`config.mk`:
```
export PLATFORM = sky130hd
export DESIGN_NAME = multi_owner_heartbeat_supervisor_core
export DESIGN_NICKNAME = d
export VERILOG_FILES = /design/src/hw/rtl/mohs_pkg.sv /design/src/hw/rtl/mohs_cell.sv /design/src/hw/rtl/multi_owner_heartbeat_supervisor_core.sv
export VERILOG_INCLUDE_DIRS = /design/src /design/src/hw/rtl
export SDC_FILE = /design/constraint.sdc
export NUM_CORES = 2
export LEC_CHECK = 0
export BUFFER_PORTS_ARGS = -buffer_cell sky130_fd_sc_hd__buf_2
export CORE_ASPECT_RATIO = 0.8
export CORE_MARGIN = 2
export CORE_UTILIZATION = 35
export CTS_CLUSTER_SIZE = 28
export DETAILED_ROUTE_END_ITERATION = 10
export PLACE_DENSITY_LB_ADDON = 0.3
export SLEW_MARGIN = 30
export SYNTH_ARGS = -nofsm -noshare
export SYNTH_HDL_FRONTEND = slang
export SYNTH_SLANG_ARGS = --single-unit
export TNS_END_PERCENT = 100
```
`constraint.sdc`:
```
create_clock -name clk_i -period 15 [get_ports clk_i]
set_input_delay 0.75 -clock clk_i [delete_from_list [all_inputs] [get_ports clk_i]]
set_output_delay 0.75 -clock clk_i [all_outputs]
set_load 0.02 [all_outputs]
```
`src/hw/rtl/multi_owner_heartbeat_supervisor_core_macros.svh`:
```
// Assertion macros for the heartbeat supervisor, clocked on clk_i, disabled in reset.
`ifndef MULTI_OWNER_HEARTBEAT_SUPERVISOR_CORE_MACROS_SVH
`define MULTI_OWNER_HEARTBEAT_SUPERVISOR_CORE_MACROS_SVH

`ifndef ASSERT_OFF
`define MOHS_ASSERT(lbl, prop) \
  lbl: assert property (@(posedge clk_i) disable iff (!rst_ni) (prop)) \
    else $error("heartbeat supervisor assertion failed");
`define MOHS_ASSERT_NEVER(lbl, cond) \
  lbl: assert property (@(posedge clk_i) disable iff (!rst_ni) !(cond)) \
    else $error("heartbeat supervisor forbidden condition");
`else
`define MOHS_ASSERT(lbl, prop)
`define MOHS_ASSERT_NEVER(lbl, cond)
`endif

`endif

```
`src/hw/rtl/mohs_pkg.sv`:
```
// Types, codes and constants shared by the heartbeat supervisor files.
package mohs_pkg;

  localparam int OWNERS    = 8;
  localparam int ID_W      = 4;
  localparam int OWN_IDX_W = 3;
  localparam int LIM_W     = 16;
  localparam int CNT_W     = 32;
  localparam int TIME_W    = 32;
  localparam int CFG_W     = 16;
  localparam int CFG_IDX_W = 3;

  localparam logic [ID_W-1:0] NONE_OWNER = ID_W'(8);

  localparam logic [1:0] CMD_REGISTER = 2'd0;
  localparam logic [1:0] CMD_REPORT   = 2'd1;
  localparam logic [1:0] CMD_CHECK    = 2'd2;
  localparam logic [1:0] CMD_BOOT_RDY = 2'd3;

  localparam logic [1:0] PH_BOOT  = 2'd0;
  localparam logic [1:0] PH_RUN   = 2'd1;
  localparam logic [1:0] PH_FLASH = 2'd2;

  localparam logic [CFG_IDX_W-1:0] CFG_NORMAL_LIMIT   = 3'd0;
  localparam logic [CFG_IDX_W-1:0] CFG_STORAGE_LIMIT  = 3'd1;
  localparam logic [CFG_IDX_W-1:0] CFG_SLOW_LIMIT     = 3'd2;
  localparam logic [CFG_IDX_W-1:0] CFG_STORAGE_INDEX  = 3'd3;
  localparam logic [CFG_IDX_W-1:0] CFG_GRAPHICS_INDEX = 3'd4;

  localparam logic [LIM_W-1:0]     RST_NORMAL_LIMIT   = 16'd1000;
  localparam logic [LIM_W-1:0]     RST_STORAGE_LIMIT  = 16'd2000;
  localparam logic [LIM_W-1:0]     RST_SLOW_LIMIT     = 16'd2500;
  localparam logic [OWN_IDX_W-1:0] RST_STORAGE_INDEX  = 3'd0;
  localparam logic [OWN_IDX_W-1:0] RST_GRAPHICS_INDEX = 3'd1;

  typedef enum logic [1:0] {
    OP_NONE,
    OP_REGISTER,
    OP_REPORT,
    OP_REBASE
  } op_e;

  typedef struct packed {
    logic [1:0]        cmd;
    logic [2:0]        owner;
    logic [TIME_W-1:0] now;
    logic              sleeping;
    logic [1:0]        phase;
    logic [31:0]       flash_count;
  } item_t;

  typedef struct packed {
    logic             checked;
    logic             fault_now;
    logic [ID_W-1:0]  latched_owner;
    logic             enter_run;
    logic [CNT_W-1:0] check_count;
    logic [CNT_W-1:0] progress_count;
  } result_t;

  // deadline selection, broadcast to every cell
  typedef struct packed {
    logic [LIM_W-1:0]     normal;
    logic [LIM_W-1:0]     storage;
    logic [LIM_W-1:0]     slow;
    logic [OWN_IDX_W-1:0] storage_idx;
    logic [OWN_IDX_W-1:0] graphics_idx;
    logic                 sleep;
  } lim_t;

  // per-item command broadcast to every cell
  typedef struct packed {
    op_e               op;
    logic [ID_W-1:0]   id;
    logic [TIME_W-1:0] now;
    logic              fail_latch;
    logic              flash_match;
    logic              boot;
  } bcast_t;

  // scan token handed from cell to cell
  typedef struct packed {
    logic            valid;
    logic            fault;
    logic [ID_W-1:0] fail_id;
    logic            all_rep;
  } tok_t;

  // cell status seen by the controller
  typedef struct packed {
    logic             registered;
    logic [CNT_W-1:0] count;
    logic             late;
  } stat_t;

endpackage

```
`src/hw/rtl/mohs_cell.sv`:
```
// One owner cell: registration bit, stamp, report count and one scan step.
module mohs_cell import mohs_pkg::*; (
  input  logic            clk_i,
  input  logic            rst_ni,
  input  logic [ID_W-1:0] cell_idx_i,
  input  lim_t            lim_i,
  input  bcast_t          bc_i,
  input  tok_t            tok_i,
  output tok_t            tok_o,
  output stat_t           stat_o
);

  logic              reg_q, reg_d;
  logic [TIME_W-1:0] stamp_q, stamp_d;
  logic [CNT_W-1:0]  count_q, count_d;
  tok_t              tok_q, tok_d;

  logic [LIM_W-1:0]  limit;
  logic [TIME_W-1:0] elapsed;
  logic              late;
  logic              hit;
  logic              count_zero;

  always_comb begin
    if (cell_idx_i == {1'b0, lim_i.storage_idx}) begin
      limit = lim_i.storage;
    end else if (cell_idx_i == {1'b0, lim_i.graphics_idx} || lim_i.sleep) begin
      limit = lim_i.slow;
    end else begin
      limit = lim_i.normal;
    end
  end

  assign elapsed    = bc_i.now - stamp_q;
  assign late       = elapsed > {{(TIME_W-LIM_W){1'b0}}, limit};
  assign hit        = bc_i.id == cell_idx_i;
  assign count_zero = count_q == '0;

  always_comb begin
    reg_d   = reg_q;
    stamp_d = stamp_q;
    count_d = count_q;
    unique case (bc_i.op)
      OP_REGISTER: begin
        if (hit && !reg_q) begin
          reg_d   = 1'b1;
          stamp_d = bc_i.now;
        end
      end
      OP_REPORT: begin
        if (hit && reg_q && !bc_i.fail_latch &&
            !(!count_zero && bc_i.flash_match && late)) begin
          stamp_d = bc_i.now;
          count_d = count_q + CNT_W'(1);
        end
      end
      OP_REBASE: begin
        if (reg_q) begin
          stamp_d = bc_i.now;
        end
      end
      default: begin
      end
    endcase
  end

  always_comb begin
    tok_d = tok_i;
    if (tok_i.valid && reg_q) begin
      if (count_zero) begin
        tok_d.all_rep = 1'b0;
      end
      if (!tok_i.fault && !(count_zero && bc_i.boot) && late) begin
        tok_d.fault   = 1'b1;
        tok_d.fail_id = cell_idx_i;
      end
    end
  end

  always_ff @(posedge clk_i or negedge rst_ni) begin
    if (!rst_ni) begin
      reg_q   <= 1'b0;
      count_q <= '0;
      tok_q   <= '0;
    end else begin
      reg_q   <= reg_d;
      count_q <= count_d;
      tok_q   <= tok_d;
    end
  end

  always_ff @(posedge clk_i) begin
    stamp_q <= stamp_d;
  end

  assign tok_o             = tok_q;
  assign stat_o.registered = reg_q;
  assign stat_o.count      = count_q;
  assign stat_o.late       = late;

endmodule

```
`src/hw/rtl/multi_owner_heartbeat_supervisor_core.sv`:
```
// Heartbeat supervisor top level: command sequencer, limits and the row of owner cells.
// Register, report and boot-ready items pass through PREP and DONE before their result strobe.
// A check that scans also passes through SCAN, where the scan token walks
// the cell row one owner per cycle. busy drops in the strobe cycle; no new item is taken before then.
// Reset clears registrations, counts, flags and the failure latch and loads default limits.
`include "multi_owner_heartbeat_supervisor_core_macros.svh"

module multi_owner_heartbeat_supervisor_core import mohs_pkg::*; (
  input  logic                 clk_i,
  input  logic                 rst_ni,
  input  logic                 start,
  output logic                 busy,
  input  item_t                item_i,
  output logic                 result_valid_o,
  output result_t              result_o,
  input  logic                 cfg_we_i,
  input  logic [CFG_IDX_W-1:0] cfg_idx_i,
  input  logic [CFG_W-1:0]     cfg_data_i
);

  typedef enum logic [1:0] {
    ST_IDLE,
    ST_PREP,
    ST_SCAN,
    ST_DONE
  } state_e;

  state_e  state_q;
  item_t   item_q;
  lim_t    lim_q;
  logic    inject_q;
  logic    boot_rdy_q;
  logic    fail_latch_q;
  logic [ID_W-1:0]  fail_owner_q;
  logic [CNT_W-1:0] pass_q;
  logic [31:0]      flash_ref_q;
  logic    chk_q, fault_q, run_q;
  logic    result_valid_q;
  result_t result_q;

  bcast_t bc;
  tok_t   tok [OWNERS+1];
  stat_t  stat [OWNERS];
  stat_t  sel;
  logic   own_ok;
  logic   flash_match;
  logic   report_fault;
  logic   check_go;
  tok_t   tok_end;

  assign own_ok       = {1'b0, item_q.owner} < ID_W'(OWNERS);
  assign sel          = stat[item_q.owner];
  assign flash_match  = flash_ref_q == item_q.flash_count;
  assign report_fault = own_ok && sel.registered && !fail_latch_q &&
                        sel.count != '0 && flash_match && sel.late;
  assign check_go     = !fail_latch_q && item_q.phase != PH_FLASH;
  assign tok_end      = tok[OWNERS];

  always_comb begin
    bc.op          = OP_NONE;
    bc.id          = {1'b0, item_q.owner};
    bc.now         = item_q.now;
    bc.fail_latch  = fail_latch_q;
    bc.flash_match = flash_match;
    bc.boot        = item_q.phase == PH_BOOT;
    if (state_q == ST_PREP) begin
      unique case (item_q.cmd)
        CMD_REGISTER: bc.op = own_ok ? OP_REGISTER : OP_NONE;
        CMD_REPORT:   bc.op = own_ok ? OP_REPORT : OP_NONE;
        CMD_CHECK:    bc.op = (check_go && !flash_match) ? OP_REBASE : OP_NONE;
        default:      bc.op = OP_NONE;
      endcase
    end
  end

  assign tok[0].valid   = inject_q;
  assign tok[0].fault   = 1'b0;
  assign tok[0].fail_id = NONE_OWNER;
  assign tok[0].all_rep = 1'b1;

  for (genvar i = 0; i < OWNERS; i++) begin : g_cell
    mohs_cell u_cell (
      .clk_i      (clk_i),
      .rst_ni     (rst_ni),
      .cell_idx_i (ID_W'(i)),
      .lim_i      (lim_q),
      .bc_i       (bc),
      .tok_i      (tok[i]),
      .tok_o      (tok[i+1]),
      .stat_o     (stat[i])
    );
  end

  always_ff @(posedge clk_i or negedge rst_ni) begin
    if (!rst_ni) begin
      lim_q.normal       <= RST_NORMAL_LIMIT;
      lim_q.storage      <= RST_STORAGE_LIMIT;
      lim_q.slow         <= RST_SLOW_LIMIT;
      lim_q.storage_idx  <= RST_STORAGE_INDEX;
      lim_q.graphics_idx <= RST_GRAPHICS_INDEX;
      lim_q.sleep        <= 1'b0;
      state_q        <= ST_IDLE;
      item_q         <= '0;
      inject_q       <= 1'b0;
      boot_rdy_q     <= 1'b0;
      fail_latch_q   <= 1'b0;
      fail_owner_q   <= NONE_OWNER;
      pass_q         <= '0;
      flash_ref_q    <= '0;
      chk_q          <= 1'b0;
      fault_q        <= 1'b0;
      run_q          <= 1'b0;
      result_valid_q <= 1'b0;
      result_q       <= '0;
    end else begin
      result_valid_q <= 1'b0;
      inject_q       <= 1'b0;
      if (cfg_we_i) begin
        unique case (cfg_idx_i)
          CFG_NORMAL_LIMIT:   lim_q.normal       <= cfg_data_i;
          CFG_STORAGE_LIMIT:  lim_q.storage      <= cfg_data_i;
          CFG_SLOW_LIMIT:     lim_q.slow         <= cfg_data_i;
          CFG_STORAGE_INDEX:  lim_q.storage_idx  <= cfg_data_i[OWN_IDX_W-1:0];
          CFG_GRAPHICS_INDEX: lim_q.graphics_idx <= cfg_data_i[OWN_IDX_W-1:0];
          default: begin
          end
        endcase
      end
      unique case (state_q)
        ST_IDLE: begin
          if (start) begin
            item_q  <= item_i;
            chk_q   <= 1'b0;
            fault_q <= 1'b0;
            run_q   <= 1'b0;
            state_q <= ST_PREP;
          end
        end
        ST_PREP: begin
          state_q <= ST_DONE;
          unique case (item_q.cmd)
            CMD_REPORT: begin
              if (report_fault) begin
                fail_latch_q <= 1'b1;
                fail_owner_q <= {1'b0, item_q.owner};
                fault_q      <= 1'b1;
              end
            end
            CMD_CHECK: begin
              if (check_go) begin
                lim_q.sleep  <= item_q.sleeping;
                flash_ref_q  <= item_q.flash_count;
                inject_q     <= 1'b1;
                state_q      <= ST_SCAN;
              end
            end
            CMD_BOOT_RDY: boot_rdy_q <= 1'b1;
            default: begin
            end
          endcase
        end
        ST_SCAN: begin
          if (tok_end.valid) begin
            state_q <= ST_DONE;
            if (tok_end.fault) begin
              fail_latch_q <= 1'b1;
              fail_owner_q <= tok_end.fail_id;
              fault_q      <= 1'b1;
            end else begin
              pass_q <= pass_q + CNT_W'(1);
              chk_q  <= 1'b1;
              run_q  <= tok_end.all_rep && boot_rdy_q && item_q.phase == PH_BOOT;
            end
          end
        end
        ST_DONE: begin
          state_q                 <= ST_IDLE;
          result_valid_q          <= 1'b1;
          result_q.checked        <= chk_q;
          result_q.fault_now      <= fault_q;
          result_q.latched_owner  <= fail_owner_q;
          result_q.enter_run      <= run_q;
          result_q.check_count    <= pass_q;
          result_q.progress_count <= own_ok ? sel.count : '0;
        end
        default: state_q <= ST_IDLE;
      endcase
    end
  end

  assign busy           = state_q != ST_IDLE;
  assign result_valid_o = result_valid_q;
  assign result_o       = result_q;

  `MOHS_ASSERT(a_strobe_single, result_valid_o |=> !result_valid_o)
  `MOHS_ASSERT(a_accept_busy, (start && !busy) |=> busy)
  `MOHS_ASSERT(a_fault_owner, (result_valid_o && result_o.fault_now) |-> (result_o.latched_owner != NONE_OWNER))
  `MOHS_ASSERT_NEVER(a_check_and_fault, result_valid_o && result_o.checked && result_o.fault_now)
  `MOHS_ASSERT(a_run_needs_check, (result_valid_o && result_o.enter_run) |-> result_o.checked)
  `MOHS_ASSERT(a_latch_holds, fail_latch_q |=> (fail_latch_q && $stable(fail_owner_q)))

endmodule
```
==> reports/qor.yml <==
synth_common_cells: "606 x nand2_1, 569 x dfrtp_1, 440 x a21oi_1"
setup_viol: 0
synth_cell_types: 107
gr-total-overflow: 0
yosysTopAreaCellShare_pct: 24.6
cts.htree.levels: 3
skew_ps: 33.8
layout-drive-gt1-share_pct: 12.3
end_kind: "flip-flop"
hold_class: "in2reg"
powerDensity_nw_per_um2: 270
power_frac_comb_pct: 64.2
crit_required_ps: 15640
portBuffers: 167
vias: 48300
routed_wl_um: 192000
p_switching_mw: 8.56
synthFlopType: "dfrtp_1"
vias_per_cell: 5.73
clock_power_share_pct: 14.1
max-cap-violations: 0
cts_resized: 0
cts-root-buf: "clkbuf_16"
regArea_sq_um: 22400
hold_violations: 0
crit_start: "bc[3]"
area_delta_synth_final_pct: 11.4
clk_pin_slew_ps: 70
slew_violations: 0
syn_nets: 6615
hpwlAfterDp_um: 142000
intPower_mw: 8.80
syn_area_sq_um: 57800
ys_ff_latch: 844
avgSynthCellArea_sq_um: 9.45
placed_cells: 8238
synth-edff-count: 256
fin_ws_ps: 7850
grt_start_max_net_pins: 112
clock_sinks: 844
design.core.area_sq_um: 164000
tightest_slew_ps: 969
antenna_found_initial: 17
wl_per_cell_um: 22.8
ir_worst_vdd_mv: 0.142
clk_path_buf_depth: 3
nFillCells: 16200
die_width_um: 458
instances_no_fill: 8422
place_ws_ps: 7960
final_util_pct: 39.2
max_freq_mhz: 140
die_y_um: 367
crit_arrival_ps: 7790
rsz0062_at_grt: "false"
grt_pass1_wl_um: 289000
grt_pass1_vias: 45200
ios: 168
gp_congestion: 0.945
syn_inst: 6114
seq_power_share_pct: 21.7
rows: 133
tns_ps: 0
dr.pass1.iters: 6
yosysMostFrequentCell: "nand2_1"
fp.dieArea_sq_um: 168000
start_util_pct: 35.2
yosys-top-cells-area: "dfrtp_1 25%, edfxtp_1 13%, ha_1 8.6%"
p_sw_share_pct: 49.3
post-route-period-util_pct: 47.7
crit_fanout: 15
grtUsageTotal_pct: 22.3
start_kind: "flip-flop"
drtIter0Drc: 4952
period_needed_ps: 7150
numCtsBuffers: 94
seq_area_frac_synth_pct: 38.8
post_cts_buffers: 0
ant_nets: 0
reg2reg_slack_ps: 7850
max_slew_margin_pct: 35.2
crit_type: "reg2reg"
hold_start: "item_i[54]"
r2r_start: "bc[3]"
async_flop_share_pct: 69.7
drc: 0
multi_input_area_sq_um: 33100
final_nets: 6681
clk-insertion-delay-late_ps: 740
cellLeakagePower_nw: 28.5
yosysWarningCount: 0
yosysTopAreaCell: "dfrtp_1"
cts_tree: "built"
status: "complete, no violations"
==> stage by stage <==
step	total power [mW]	hold WS [ps]	area, sq um
finish	17.4	244	64400
global route	18.8	208	64400
CTS	17.2	143	64300
detailed placement	14.7	363	61000
global placement	14.6	361	61000
floorplan	11.5	354	57800
==> layout by cell type (no fill, tap or decap), types with 20 or more instances in the layout <==
cell type    n
inv_1      358
and2_1      36
nor4_1     124
edfxtp_1   256
xor2_1     188
or3_1       37
o21ai_0    268
and3_1      82
a31oi_1     57
clkbuf_16   99
o211ai_1    42
nor2b_1     57
o21bai_1    28
xnor2_1    272
a21o_1     125
or2_2       29
mux2_2     173
and4_1      44
clkinv_2    24
mux4_2      65
nand2b_1    33
ha_1       397
a2111oi_0   20
nand3_1    162
or4_1       21
mux2i_1    159
a211oi_1    38
dfrtp_1    567
nor3_1     117
nor2_1     406
a21oi_1    440
o21a_1      68
buf_4       72
nand2_1    605
a211o_1     23
o2111ai_1   21
nand4_1    186
buf_2      166
==> layer usage <==
metal	part of all wire, %	routed length, um	up-vias	GRT usage (%)
li1	-	-	22500	-
met1	47	89500	23600	32.9
met2	41	78200	1744	31.5
met3	9.1	17400	335	5.40
met4	3.6	6990	20	7.39
met5	0.069	133	-	0
==> cell families after synthesis <==
| logic type | share of synthesized area, % |
|---|---|
| and+or+nand+nor | 17.6 |
| adders and majority gates | 8.89 |
| AOI/OAI and AO/OA | 14.8 |
| buffers and inverters | 4.22 |
| xor gates and xnor gates | 7.03 |
| muxes | 8.66 |
| DFF | 38.8 |
==> flip-flops by register name, summed over array words and instances (netlist names) <==
name	count
g_cell.u_cell.stamp_q	256
pass_q	32
state_q	2
lim_q	55
run_q	1
inject_q	1
g_cell.u_cell.reg_q	8
result_valid_o	1
flash_ref_q	32
chk_q	1
fault_q	1
bc	35
fail_latch_q	1
g_cell.u_cell.count_q	256
fail_owner_q	4
g_cell.u_cell.tok_o	49
result_o	71
boot_rdy_q	1
item_q	37
==> worst max-delay path: stages (launching register included) <==
cell	delay, ps
dfrtp_1	580
inv_1	330
ha_1	330
fa_1	420
nand2b_1	210
a21o_1	210
a21oi_1	220
o2111ai_1	270
and2_1	290
xnor2_1	160
ha_1	300
nand4_1	140
nor4_1	420
nand4_1	160
o31a_1	180
nor3_1	130
and4_1	200
nand4b_1	90
and4bb_1	690
o2111a_1	440
nand4_1	610
nor3_1	430
xor2_1	200
==> what timing repair did <==
action | in CTS | in global routing
hold endpoints to repair | 0 | 28
hold buffers | 0 | 1
setup endpoints to repair | 0 | 0
==> cell type report <==
cell class              instances  area share (%)
repair buffers                250            2.39
clock inverters                43           0.760
well taps                    2160            4.20
multi-input cells            4630            51.4
diodes                          2         0.00777
inverters                     360            2.10
clock buffers                 133            4.29
flip-flops and latches        844            34.8
==> worst paths after layout <==
path / to / cells past startpoint
max in group asynchronous: result_o[41] / 6
min in group asynchronous: g_cell[0].u_cell.tok_o[5] / 2
hold reg to reg: g_cell[2].u_cell.tok_o[6] / 0
setup / recovery: g_cell[0].u_cell.count_q[31] / 22
hold / removal: bc[22] / 2
setup reg to reg: g_cell[0].u_cell.count_q[31] / 22
==> power groups by stage <==
stage	combinational, mW	sequential [mW]	clock [mW]
floorplan	7.91	3.63	0
global placement	10.8	3.80	0
detailed placement	10.9	3.82	0
CTS	11.0	3.78	2.49
global route	12.3	3.83	2.59
finish	11.2	3.77	2.44
Note: power is estimated with default switching activity, not from simulation.
